$ cat config.mk
export PLATFORM = sky130hd
export DESIGN_NAME = window_noise_motion_detector_flat
export DESIGN_NICKNAME = d
export VERILOG_FILES = /design/src/sv/wnmd_pkg.sv /design/src/sv/wnmd_req_if.sv /design/src/sv/wnmd_rsp_if.sv /design/src/sv/window_noise_motion_detector.sv /design/src/flat_wrapper.sv
export SDC_FILE = /design/constraint.sdc
export NUM_CORES = 2
export LEC_CHECK = 0
export BUFFER_PORTS_ARGS = -buffer_cell sky130_fd_sc_hd__buf_4
export CELL_PAD_IN_SITES_DETAIL_PLACEMENT = 0
export CELL_PAD_IN_SITES_GLOBAL_PLACEMENT = 1
export CORE_MARGIN = 4
export CORE_UTILIZATION = 31
export CTS_CLUSTER_SIZE = 14
export DETAILED_ROUTE_END_ITERATION = 6
export GPL_ROUTABILITY_DRIVEN = 0
export HOLD_SLACK_MARGIN = 0.05
export PLACE_DENSITY = 0.67
export REMOVE_ABC_BUFFERS = 1
export SLEW_MARGIN = 25
export SYNTH_ARGS = -nofsm -noshare
export SYNTH_HDL_FRONTEND = slang
export SYNTH_SLANG_ARGS = --single-unit
$ cat constraint.sdc
create_clock -name clock -period 13.2 [get_ports clock]
set_input_delay 1.32 -clock clock [delete_from_list [all_inputs] [get_ports clock]]
set_output_delay 1.32 -clock clock [all_outputs]
set_load 0.05 [all_outputs]
$ cat src/sv/wnmd_pkg.sv
`timescale 1ns / 1ps

package wnmd_pkg;

   // Sample width; the window bounds and the spread follow it.
   localparam int SAMPLE_BITS = 16;

   localparam int LEN_W       = 8;
   localparam int THRESH_W    = 16;
   localparam int WEIGHT_W    = 7;
   localparam int NOISE_W     = 20;
   localparam int SMOOTH_W    = 16;
   localparam int PHASE_W     = 2;
   localparam int CMP_W       = (SAMPLE_BITS > THRESH_W) ? SAMPLE_BITS : THRESH_W;

   // Smoothing sum: at most 100 * (2^SMOOTH_W - 1), below 2^23.
   localparam int ACC_W       = SMOOTH_W + WEIGHT_W;

   // Divide by 100 as a multiply by ceil(2^30 / 100); exact for every ACC_W value.
   localparam int RECIP_SHIFT = 30;
   localparam int RECIP_W     = 24;
   localparam logic [RECIP_W-1:0] RECIP_MULT = RECIP_W'(((64'd1 << RECIP_SHIFT) + 64'd99) / 64'd100);
   localparam int PROD_W      = ACC_W + RECIP_W;

   localparam logic [LEN_W-1:0]    WINDOW_CAP  = LEN_W'(253);
   localparam logic [WEIGHT_W-1:0] WEIGHT_FULL = WEIGHT_W'(100);

   // Reset values of the configuration registers.
   localparam logic [LEN_W-1:0]    WINDOW_LENGTH_RST    = LEN_W'(100);
   localparam logic [THRESH_W-1:0] MOVING_THRESHOLD_RST = THRESH_W'(40);
   localparam logic [WEIGHT_W-1:0] AVERAGE_WEIGHT_RST   = WEIGHT_W'(10);
   localparam logic [NOISE_W-1:0]  STARTUP_LIMIT_RST    = NOISE_W'(100);

   // CSR map: register i at byte address 4*i.
   localparam int CSR_ADDR_W = 4;
   localparam int CSR_DATA_W = 32;
   localparam int REG_IDX_W  = 2;

   localparam logic [REG_IDX_W-1:0] REG_WINDOW_LENGTH    = 2'd0;
   localparam logic [REG_IDX_W-1:0] REG_MOVING_THRESHOLD = 2'd1;
   localparam logic [REG_IDX_W-1:0] REG_AVERAGE_WEIGHT   = 2'd2;
   localparam logic [REG_IDX_W-1:0] REG_STARTUP_LIMIT    = 2'd3;

   // Phase reported with each result.
   localparam logic [PHASE_W-1:0] PHASE_ACCUM   = 2'd0;
   localparam logic [PHASE_W-1:0] PHASE_EVAL    = 2'd1;
   localparam logic [PHASE_W-1:0] PHASE_PUBLISH = 2'd2;

   typedef logic signed [SAMPLE_BITS-1:0] sample_type;

endpackage

$ cat src/sv/wnmd_req_if.sv
`timescale 1ns / 1ps

interface wnmd_req_if;
   import wnmd_pkg::*;

   logic       valid;
   logic       ready;
   sample_type sample;

   modport source (output valid, output sample, input ready);
   modport sink   (input valid, input sample, output ready);
endinterface

$ cat src/sv/wnmd_rsp_if.sv
`timescale 1ns / 1ps

interface wnmd_rsp_if;
   import wnmd_pkg::*;

   logic               valid;
   logic               ready;
   logic               moving;
   logic [NOISE_W-1:0] noise_level;
   logic               startup_done;
   logic [PHASE_W-1:0] phase;

   modport source (output valid, output moving, output noise_level, output startup_done,
                   output phase, input ready);
   modport sink   (input valid, input moving, input noise_level, input startup_done,
                   input phase, output ready);
endinterface

$ cat src/sv/window_noise_motion_detector.sv
// Window noise and motion detector.
// req_chan carries one signed sensor sample per transfer; rsp_chan returns
// exactly one result per sample: moving flag, published noise level,
// startup-done flag and the phase code of that sample (accumulate, evaluate,
// publish). Results leave in input order.
// The result of a sample is valid the cycle after its transfer.
// Throughput: one sample per cycle; the output register is the only stage,
// so req_chan.ready is high whenever that register is empty or being drained.
// If the receiver stalls, the pending result holds and req_chan.ready drops
// until rsp_chan.ready returns; nothing is lost or repeated.
// The divide by 100 of the smoothing step runs after the evaluate sample in a
// background stage; the next sample sees the finished value.
// Reset (synchronous, active high) loads the register defaults, zeroes the
// window bounds, tick count, average and flags, and empties the output.
// CSR writes land on the access cycle (psel, penable, pwrite); write them
// only while the block is idle. Reads return the register value.
`timescale 1ns / 1ps

module window_noise_motion_detector (
   input  logic                          clock,
   input  logic                          reset,
   wnmd_req_if.sink                      req_chan,
   wnmd_rsp_if.source                    rsp_chan,
   input  logic                          psel,
   input  logic                          penable,
   input  logic                          pwrite,
   input  logic [wnmd_pkg::CSR_ADDR_W-1:0] paddr,
   input  logic [wnmd_pkg::CSR_DATA_W-1:0] pwdata,
   output logic [wnmd_pkg::CSR_DATA_W-1:0] prdata,
   output logic                          pready
);
   import wnmd_pkg::*;

   // Configuration registers.
   logic [LEN_W-1:0]    window_length_ff;
   logic [THRESH_W-1:0] moving_threshold_ff;
   logic [WEIGHT_W-1:0] average_weight_ff;
   logic [NOISE_W-1:0]  startup_limit_ff;

   // Window and noise state.
   logic [LEN_W-1:0]    tick_count_ff, tick_count_in;
   sample_type          window_min_ff, window_min_in;
   sample_type          window_max_ff, window_max_in;
   logic [SMOOTH_W-1:0] smoothed_ff, smoothed_in;
   logic                moving_ff, moving_in;
   logic [NOISE_W-1:0]  published_ff, published_in;
   logic                startup_ff, startup_in;

   // Divide stage: smoothing sum waiting for its divide by 100.
   logic                pending_ff, pending_in;
   logic [ACC_W-1:0]    acc_ff, acc_in;

   // Output register.
   logic                rsp_valid_ff, rsp_valid_in;
   logic [PHASE_W-1:0]  phase_ff, phase_in;

   logic                req_xfer;
   logic                csr_write;
   logic [REG_IDX_W-1:0] reg_idx;
   logic [LEN_W-1:0]    len;
   logic [WEIGHT_W-1:0] weight;
   logic [WEIGHT_W-1:0] weight_inv;
   logic signed [SAMPLE_BITS:0] diff;
   logic [SAMPLE_BITS-1:0] spread;
   logic                quiet;
   logic [PROD_W-1:0]   recip_prod;
   logic [SMOOTH_W-1:0] smoothed_view;
   logic [NOISE_W-1:0]  noise_ten;

   // ---------------------------------------------------------------
   // CSR port: always ready, write on the access cycle.
   // ---------------------------------------------------------------
   assign pready    = 1'b1;
   assign csr_write = psel && penable && pwrite;
   assign reg_idx   = paddr[REG_IDX_W+1:2];

   always_comb begin
      case (reg_idx)
         REG_WINDOW_LENGTH:    prdata = CSR_DATA_W'(window_length_ff);
         REG_MOVING_THRESHOLD: prdata = CSR_DATA_W'(moving_threshold_ff);
         REG_AVERAGE_WEIGHT:   prdata = CSR_DATA_W'(average_weight_ff);
         REG_STARTUP_LIMIT:    prdata = CSR_DATA_W'(startup_limit_ff);
         default:              prdata = '0;
      endcase
   end

   always_ff @(posedge clock) begin
      if (reset) begin
         window_length_ff    <= WINDOW_LENGTH_RST;
         moving_threshold_ff <= MOVING_THRESHOLD_RST;
         average_weight_ff   <= AVERAGE_WEIGHT_RST;
         startup_limit_ff    <= STARTUP_LIMIT_RST;
      end else if (csr_write) begin
         case (reg_idx)
            REG_WINDOW_LENGTH:    window_length_ff    <= pwdata[LEN_W-1:0];
            REG_MOVING_THRESHOLD: moving_threshold_ff <= pwdata[THRESH_W-1:0];
            REG_AVERAGE_WEIGHT:   average_weight_ff   <= pwdata[WEIGHT_W-1:0];
            REG_STARTUP_LIMIT:    startup_limit_ff    <= pwdata[NOISE_W-1:0];
            default: ;
         endcase
      end
   end

   // ---------------------------------------------------------------
   // Handshake: accept whenever the output register is free or drains.
   // ---------------------------------------------------------------
   assign req_chan.ready = !rsp_valid_ff || rsp_chan.ready;
   assign req_xfer       = req_chan.valid && req_chan.ready;

   // Clamp the window length and the weight to their legal ranges.
   assign len        = (window_length_ff > WINDOW_CAP) ? WINDOW_CAP : window_length_ff;
   assign weight     = (average_weight_ff > WEIGHT_FULL) ? WEIGHT_FULL : average_weight_ff;
   assign weight_inv = WEIGHT_FULL - weight;

   // Spread of the window; min never exceeds max, so it is non-negative.
   assign diff   = (SAMPLE_BITS+1)'(window_max_ff) - (SAMPLE_BITS+1)'(window_min_ff);
   assign spread = diff[SAMPLE_BITS-1:0];
   assign quiet  = CMP_W'(spread) < CMP_W'(moving_threshold_ff);

   // Finish the divide by 100 of a pending smoothing sum.
   assign recip_prod    = PROD_W'(acc_ff) * PROD_W'(RECIP_MULT);
   assign smoothed_view = pending_ff ? recip_prod[RECIP_SHIFT +: SMOOTH_W] : smoothed_ff;
   // Times ten as two shifted copies.
   assign noise_ten     = (NOISE_W'(smoothed_view) << 3) + (NOISE_W'(smoothed_view) << 1);

   always_comb begin
      tick_count_in = tick_count_ff;
      window_min_in = window_min_ff;
      window_max_in = window_max_ff;
      moving_in     = moving_ff;
      published_in  = published_ff;
      startup_in    = startup_ff;
      phase_in      = phase_ff;
      acc_in        = acc_ff;
      // Retire the divide stage every cycle; an evaluate below restarts it.
      pending_in    = 1'b0;
      smoothed_in   = smoothed_view;
      rsp_valid_in  = rsp_valid_ff && !rsp_chan.ready;

      if (req_xfer) begin
         rsp_valid_in = 1'b1;
         if (tick_count_ff < len) begin
            // Accumulate: widen the window bounds.
            if (req_chan.sample < window_min_ff) window_min_in = req_chan.sample;
            if (req_chan.sample > window_max_ff) window_max_in = req_chan.sample;
            tick_count_in = tick_count_ff + LEN_W'(1);
            phase_in      = PHASE_ACCUM;
         end else if (tick_count_ff == len) begin
            // Evaluate: decide motion, fold a quiet spread into the average.
            tick_count_in = tick_count_ff + LEN_W'(1);
            phase_in      = PHASE_EVAL;
            if (quiet) begin
               moving_in = 1'b0;
               if (smoothed_ff == '0) begin
                  smoothed_in = SMOOTH_W'(spread);
               end else begin
                  acc_in     = ACC_W'(smoothed_ff) * ACC_W'(weight)
                             + ACC_W'(SMOOTH_W'(spread)) * ACC_W'(weight_inv);
                  pending_in = 1'b1;
               end
            end else begin
               moving_in = 1'b1;
            end
         end else begin
            // Publish: ten times the average, latch startup, restart window.
            published_in  = noise_ten;
            if (noise_ten < startup_limit_ff) startup_in = 1'b1;
            tick_count_in = '0;
            window_min_in = req_chan.sample;
            window_max_in = req_chan.sample;
            phase_in      = PHASE_PUBLISH;
         end
      end
   end

   always_ff @(posedge clock) begin
      if (reset) begin
         tick_count_ff <= '0;
         window_min_ff <= '0;
         window_max_ff <= '0;
         smoothed_ff   <= '0;
         moving_ff     <= 1'b0;
         published_ff  <= '0;
         startup_ff    <= 1'b0;
         pending_ff    <= 1'b0;
         rsp_valid_ff  <= 1'b0;
         phase_ff      <= PHASE_ACCUM;
      end else begin
         tick_count_ff <= tick_count_in;
         window_min_ff <= window_min_in;
         window_max_ff <= window_max_in;
         smoothed_ff   <= smoothed_in;
         moving_ff     <= moving_in;
         published_ff  <= published_in;
         startup_ff    <= startup_in;
         pending_ff    <= pending_in;
         rsp_valid_ff  <= rsp_valid_in;
         phase_ff      <= phase_in;
      end
   end

   // Smoothing sum carries no reset; pending_ff qualifies it.
   always_ff @(posedge clock) begin
      acc_ff <= acc_in;
   end

   // Result fields mirror the state left by the last sample.
   assign rsp_chan.valid        = rsp_valid_ff;
   assign rsp_chan.moving       = moving_ff;
   assign rsp_chan.noise_level  = published_ff;
   assign rsp_chan.startup_done = startup_ff;
   assign rsp_chan.phase        = phase_ff;

endmodule

$ cat src/flat_wrapper.sv
// flat-port wrapper written by rule: the top's interface ports become plain ports
module window_noise_motion_detector_flat import wnmd_pkg::*;
  (clock, reset, psel, penable, pwrite, paddr, pwdata, prdata, pready, req_chan_valid, req_chan_sample, req_chan_ready, rsp_chan_valid, rsp_chan_moving, rsp_chan_noise_level, rsp_chan_startup_done, rsp_chan_phase, rsp_chan_ready);
  wnmd_req_if req_chan_i ();
  wnmd_rsp_if rsp_chan_i ();
  input  logic clock;
  input  logic reset;
  input  logic psel;
  input  logic penable;
  input  logic pwrite;
  input  logic [wnmd_pkg::CSR_ADDR_W-1:0] paddr;
  input  logic [wnmd_pkg::CSR_DATA_W-1:0] pwdata;
  output logic [wnmd_pkg::CSR_DATA_W-1:0] prdata;
  output logic pready;
  input wire logic [$bits(req_chan_i.valid)-1:0] req_chan_valid;
  input wire logic [$bits(req_chan_i.sample)-1:0] req_chan_sample;
  output wire logic [$bits(req_chan_i.ready)-1:0] req_chan_ready;
  output wire logic [$bits(rsp_chan_i.valid)-1:0] rsp_chan_valid;
  output wire logic [$bits(rsp_chan_i.moving)-1:0] rsp_chan_moving;
  output wire logic [$bits(rsp_chan_i.noise_level)-1:0] rsp_chan_noise_level;
  output wire logic [$bits(rsp_chan_i.startup_done)-1:0] rsp_chan_startup_done;
  output wire logic [$bits(rsp_chan_i.phase)-1:0] rsp_chan_phase;
  input wire logic [$bits(rsp_chan_i.ready)-1:0] rsp_chan_ready;
  assign req_chan_i.valid = req_chan_valid;
  assign req_chan_i.sample = req_chan_sample;
  assign req_chan_ready = req_chan_i.ready;
  assign rsp_chan_valid = rsp_chan_i.valid;
  assign rsp_chan_moving = rsp_chan_i.moving;
  assign rsp_chan_noise_level = rsp_chan_i.noise_level;
  assign rsp_chan_startup_done = rsp_chan_i.startup_done;
  assign rsp_chan_phase = rsp_chan_i.phase;
  assign rsp_chan_i.ready = rsp_chan_ready;
  window_noise_motion_detector u_core (.clock(clock), .reset(reset), .req_chan(req_chan_i), .rsp_chan(rsp_chan_i), .psel(psel), .penable(penable), .pwrite(pwrite), .paddr(paddr), .pwdata(pwdata), .prdata(prdata), .pready(pready));
endmodule
* After elaboration in Yosys (flattened, before gate mapping)
Index checks and enable logic that the tools add are counted.
Operators by class: add/subtract/negate cells 5, multipliers 3, divide/modulo/power cells 0, $lt $le $gt $ge 7, equal/unequal tests 7, shifts and indexed selects 0, mux-type cells 21, bitwise operators 5, reduce and logical (&&, ||, !) cells 20
Operators with widths (count):
- $mux W16 | 11
- $pmux W32 S4 | 1
- $mul A16 B7 Y23 | 2
- $mul A23 B24 Y46 const B | 1
- $lt A16 B16 Y1 | 2
- $mux W8 | 3
- $add A23 B23 Y23 | 1
- $add A19 B17 Y20 | 1
- $lt A20 B20 Y1 | 1
- $gt A16 B16 Y1 | 1
- $logic_not A16 Y1 | 1
- $sub A16 B16 Y16 | 1
- $reduce_and A3 Y1 | 4
- $add A8 B1 Y8 const B | 1
- $eq A8 B8 Y1 | 1
- $gt A8 B8 Y1 const B | 1
- $lt A8 B8 Y1 | 1
- $reduce_and A2 Y1 | 4
- $gt A7 B7 Y1 const B | 1
- $mux W7 | 1
- $sub A7 B7 Y7 const A | 1
- $not A1 Y1 | 5
- $reduce_and A5 Y1 | 1
- $reduce_or A5 Y1 | 1
- 11 further kinds | 20
Word-level totals: flip-flop bits (word level) 156, bits in latches 0, memory bits (writable) 0, memory bits (read-only) 0, input port bits 59, output and inout bits 59, word-level logic and storage cells 83, memories kept 0

* Logic depth before layout (Yosys ltp)
word-level depth 7, gate-level depth with buffers 42, gate-level depth less buffers 42

* Least setup slack after synthesis
Ideal clock, no wire load.
path kind flip-flop to flip-flop, from reg u_core.acc_ff[3], to reg u_core.startup_ff (netlist: u_core.rsp_chan.startup_done), library setup time 101 ps, arrival time 9503 ps, required time 13099 ps, setup slack 3596 ps, cell stages (with the launch flop) 41, path buffers 0, period minus slack after synthesis 9604 ps, cells stage by stage edfxtp_1 -> fa_1 -> fa_1 -> inv_1 -> fa_1 -> inv_1 -> fa_1 -> fa_1 -> fa_1 -> inv_1 -> fa_1 -> inv_1 -> ha_1 -> a21o_1 -> a21o_1 -> a22o_1 -> or3_1 -> o21ai_0 -> (+5 left out) -> fa_1 -> inv_1 -> a21oi_1 -> maj3_1 -> nor2_1 -> a31oi_1 -> o31ai_1 -> a31oi_1 -> o31ai_4 -> a221oi_2 -> o21a_1 -> xnor2_1 -> ha_1 -> a21o_1 -> a21o_1 -> a21oi_1 -> nand2_1 -> o41ai_1
On the way: cells in the longest elaborated chain, start to end 5
Ends and longest elaborated chain:
- start, declared | RTL line window_noise_motion_detector.sv:51 | logic [ACC_W-1:0] acc_ff, acc_in;
- start signal, assigned | RTL line window_noise_motion_detector.sv:204 | acc_ff <= acc_in;
- $mul A23 B24 Y46 | RTL line window_noise_motion_detector.sv:121 | assign recip_prod = PROD_W'(acc_ff) * PROD_W'(RECIP_MULT);
- $mux W16 | RTL line window_noise_motion_detector.sv:122 | assign smoothed_view = pending_ff ? recip_prod[RECIP_SHIFT +: SMOOTH_W] : smoothed_ff;
- $add A19 B17 Y20 | RTL line window_noise_motion_detector.sv:124 | assign noise_ten = (NOISE_W'(smoothed_view) << 3) + (NOISE_W'(smoothed_view) << 1);
- named net u_core.noise_ten[1] | RTL line window_noise_motion_detector.sv:68 | logic [NOISE_W-1:0] noise_ten;
- $lt A20 B20 Y1 | RTL line window_noise_motion_detector.sv:167 | if (noise_ten < startup_limit_ff) startup_in = 1'b1;
- $reduce_and A4 Y1 (no source line)
- end signal, assigned | RTL line window_noise_motion_detector.sv:195 | startup_ff <= startup_in;
- end, declared | RTL line window_noise_motion_detector.sv:47 | logic startup_ff, startup_in;
The timed path passes the listed nets, and every way through them passes these cells. A chain may end at the register's enable or synchronous reset.

* Worst setup path after layout
from reg u_core.acc_ff[14], to reg u_core.startup_ff (netlist: u_core.rsp_chan.startup_done)
The elaborated chain is that of the path after synthesis.

==> reports/metrics.cfg <==
[timing]
period_needed_ps = 10900
fin_crit_sh_pct = 82.56
slew_violations = 0
hold_viol = 0
worst_pin_slew_ps = 972.1
relSlewSlack_pct = 34.73
rsz0062_at_grt = false
fin_setup_tns_ps = 0
clock_skew_ps = 13.39
setup_viol = 0
timing.final.ws_setup_ps = 2302
max_freq_mhz = 91.76

[power]
power_uw = 4985
power.leakage_uw = 0.01401
p_per_area_nw_per_um2 = 176.6
irDropWorstVdd_mv = 0.2083

[worst_setup_path]
worst_ep_required_time_ps = 13560
setup.worst_path.start_class = flop
cp_max_fo = 6
r2r-end = u_core.rsp_chan.startup_done$_SDFFE_PP0P_
cp-endpoint = u_core.rsp_chan.startup_done$_SDFFE_PP0P_
rr_startpoint = u_core.acc_ff[14]$_DFFE_PP_
cp_slowest_cell = edfxtp_1
crit_top_cell = inv_1
rrSetupSlack_ps = 2300
critPathCaptureType = flop
critPathBufInv = 8
cp-startpoint = u_core.acc_ff[14]$_DFFE_PP_
crit_cells = 41
critPathKind = reg2reg
critical_path.top_delay_family = adder cells
ff2ff_path_depth = 41
crit_path_max_incr_delay_ps = 660
critPathArrivalTime_ps = 11260

[logic_synthesis]
ys_ff_latch = 155
synth_enable_flop_cells = 23
ys_types = 87
synthCells = 2844
synth_ff_type = dfxtp_1
ys_seq_area_share_pct = 12.93
avgSynthCellArea_um2 = 9.062
synth_area_um2 = 25770
yosys_warnings = 0
synthArstFlopShare_pct = 0

[placed_design]
placedCellCount = 3944
io_buffers = 89
dp_slack_ps = 2346
hpwl_um = 58660

[route]
wl_per_cell_um = 17.58
drt_first_pass_iters = 6
drc = 0
num_vias = 18720
drt_wl_total_um = 69900
drt_iter0_drc = 973
vias_per_cell = 4.708
ant_nets = 0

[global_routing]
antenna_found_initial = 0
grt.overflow.total = 0
grt.total_usage_pct = 16.40
grt_pass1_wl_um = 112600
grt_pass1_vias = 19910
grt_max_degree = 81

[clock_network]
cts.clk_slew.worst_paths_ps = 70
hold_buffers = 0
cts.sinks = 155
insertion_delay_ps = 470
cts_resized = 0
clockRootBuffer = clkbuf_16
cts_tree = built
h-tree-depth = 4
postCtsSetupRepairBufs = 0
cts-buffers-inserted = 17
cts_buffer_depth = 2

[finish]
fin_nets = 3731
drive_above_1_share_pct = 6.435
final_cells = 3976
diodes = 0
nFillCells = 8610
syn_to_final_growth_pct = 9.544

[floorplanning]
start_util_pct = 31.34
dieArea_um2 = 87820
die_h_um = 296.3
rows = 105
die-width_um = 296.3
core_um2 = 82240
io_pins = 118

[outcome]
status = completed

[flow_run]
maxCapViolCount = 0

[worst_hold_path]
hp-class = reg2reg

worst min-delay path, cell delays in order, from the launching register on:
cell and delay [ps]:
dfxtp_1 310, nand2_1 50, a21oi_1 50
final cells by class:
cell class                 instances  area, um^2  area share, %
clock buffer                      18       439.2          1.556
clock inverter                    14       176.4         0.6249
inverter                         591        2218          7.857
multi-input combinational       2017       19890          70.46
sequential                       155        3333          11.81
tap                             1070        1339          4.742
timing repair buffer             111       833.3          2.951
synthesized netlist by cell type, types with 7 or more instances:
| cell | count | share of area, % |
|---|---|---|
| xnor2_1 | 56 | 1.9 |
| fa_1 | 371 | 29 |
| a211oi_1 | 24 | 0.70 |
| nor2_1 | 175 | 2.5 |
| nand2b_1 | 10 | 0.24 |
| clkbuf_1 | 71 | 1.0 |
| o21a_1 | 29 | 0.84 |
| edfxtp_1 | 23 | 2.7 |
| mux4_2 | 7 | 0.61 |
| or3_1 | 7 | 0.17 |
| xor2_1 | 27 | 0.92 |
| and3_1 | 42 | 1.0 |
| mux2i_1 | 60 | 2.3 |
| buf_4 | 14 | 0.41 |
| a21oi_1 | 121 | 2.3 |
| nand4_1 | 24 | 0.58 |
| and2_1 | 47 | 1.1 |
| dfxtp_1 | 132 | 10 |
| a31oi_1 | 9 | 0.22 |
| o21ai_0 | 49 | 0.95 |
| nor2b_1 | 25 | 0.61 |
| o21bai_1 | 13 | 0.38 |
| o21ai_1 | 11 | 0.21 |
| inv_1 | 589 | 8.6 |
| a21o_1 | 37 | 1.1 |
| nand3_1 | 30 | 0.58 |
| o211ai_1 | 19 | 0.55 |
| nor4_1 | 13 | 0.32 |
| ha_1 | 408 | 20 |
| nor3_1 | 29 | 0.56 |
| nand2_1 | 268 | 3.9 |
stage by stage:
stage | hold slack (ps) | utilization, % | cell area (um^2)
2_1_floorplan | 437.6 | - | 25410
3_3_place_gp | 448.4 | 33.57 | 27610
3_5_place_dp | 451.9 | 33.58 | 27620
4_1_cts | 463.5 | 34.33 | 28230
5_1_grt | 487.9 | 34.33 | 28230
6_report | 458.7 | 34.33 | 28230
cell families (layout without fill, tap and decap cells):
kind of cell	count (synthesis)	after routing	share of synthesized area, %
simple gates	694	694	12.42
mux	74	74	3.291
fa+ha+maj	780	780	48.66
buf+inv	684	734	10.20
compound gates	372	372	9.646
flops	155	155	12.93
xor+xnor	83	83	2.821
other cells	2	14	0.02914
cells in the final DEF, fill, tap and decap left out, types with 29 or more instances in the layout:
cell     Yosys  routed
xnor2_1     56      55
nor2_1     175     172
mux2i_1     60      60
and2_1      47      47
buf_4       14     111
o21a_1      29      29
a21o_1      37      37
inv_1      589     589
nand2_1    268     268
dfxtp_1    132     132
a21oi_1    121     121
ha_1       408     408
o21ai_0     49      49
fa_1       371     371
and3_1      42      41
nand3_1     30      30
per-layer routing:
| metal | routed length, um | vias to the layer above | track usage [%] | part of all wire, % |
|---|---|---|---|---|
| met4 | 1511 | 0 | 4.035 | 2.2 |
| met5 | 0 | - | 0 | 0 |
| li1 | - | 9212 | - | - |
| met1 | 32520 | 9100 | 22.28 | 47 |
| met2 | 32710 | 345 | 27.55 | 47 |
| met3 | 3159 | 63 | 2.456 | 4.5 |
state kept, by name, indices dropped and copies added (netlist names):
register / cells
u_core.smoothed_ff: 16
u_core.rsp_chan.moving: 1
u_core.rsp_chan.startup_done: 1
u_core.acc_ff: 23
u_core.moving_threshold_ff: 16
u_core.pending_ff: 1
u_core.rsp_chan.phase: 2
u_core.window_max_ff: 16
u_core.tick_count_ff: 8
u_core.average_weight_ff: 7
u_core.rsp_chan.valid: 1
u_core.window_length_ff: 8
u_core.window_min_ff: 16
u_core.startup_limit_ff: 20
u_core.rsp_chan.noise_level: 19
where the power goes:
group / switching (uW) / internal, uW
logic: 2100 / 1700
clock network: 244 / 292
registers: 7.58 / 647
worst min-delay path by stage:
stage | cells past startpoint | startpoint | to
after global placement | 2 | u_core.rsp_chan.noise_level[7]$_SDFFE_PP0P_ | u_core.rsp_chan.noise_level[7]$_SDFFE_PP0P_
final | 2 | u_core.rsp_chan.noise_level[10]$_SDFFE_PP0P_ | u_core.rsp_chan.noise_level[10]$_SDFFE_PP0P_
after CTS | 2 | u_core.rsp_chan.noise_level[10]$_SDFFE_PP0P_ | u_core.rsp_chan.noise_level[10]$_SDFFE_PP0P_
after global routing | 2 | u_core.rsp_chan.noise_level[10]$_SDFFE_PP0P_ | u_core.rsp_chan.noise_level[10]$_SDFFE_PP0P_
after detailed placement | 2 | u_core.rsp_chan.noise_level[5]$_SDFFE_PP0P_ | u_core.rsp_chan.noise_level[5]$_SDFFE_PP0P_
after floorplan | 2 | u_core.moving_threshold_ff[0]$_SDFFE_PP0P_ | u_core.moving_threshold_ff[0]$_SDFFE_PP0P_
(Power assumes the default switching activity.)
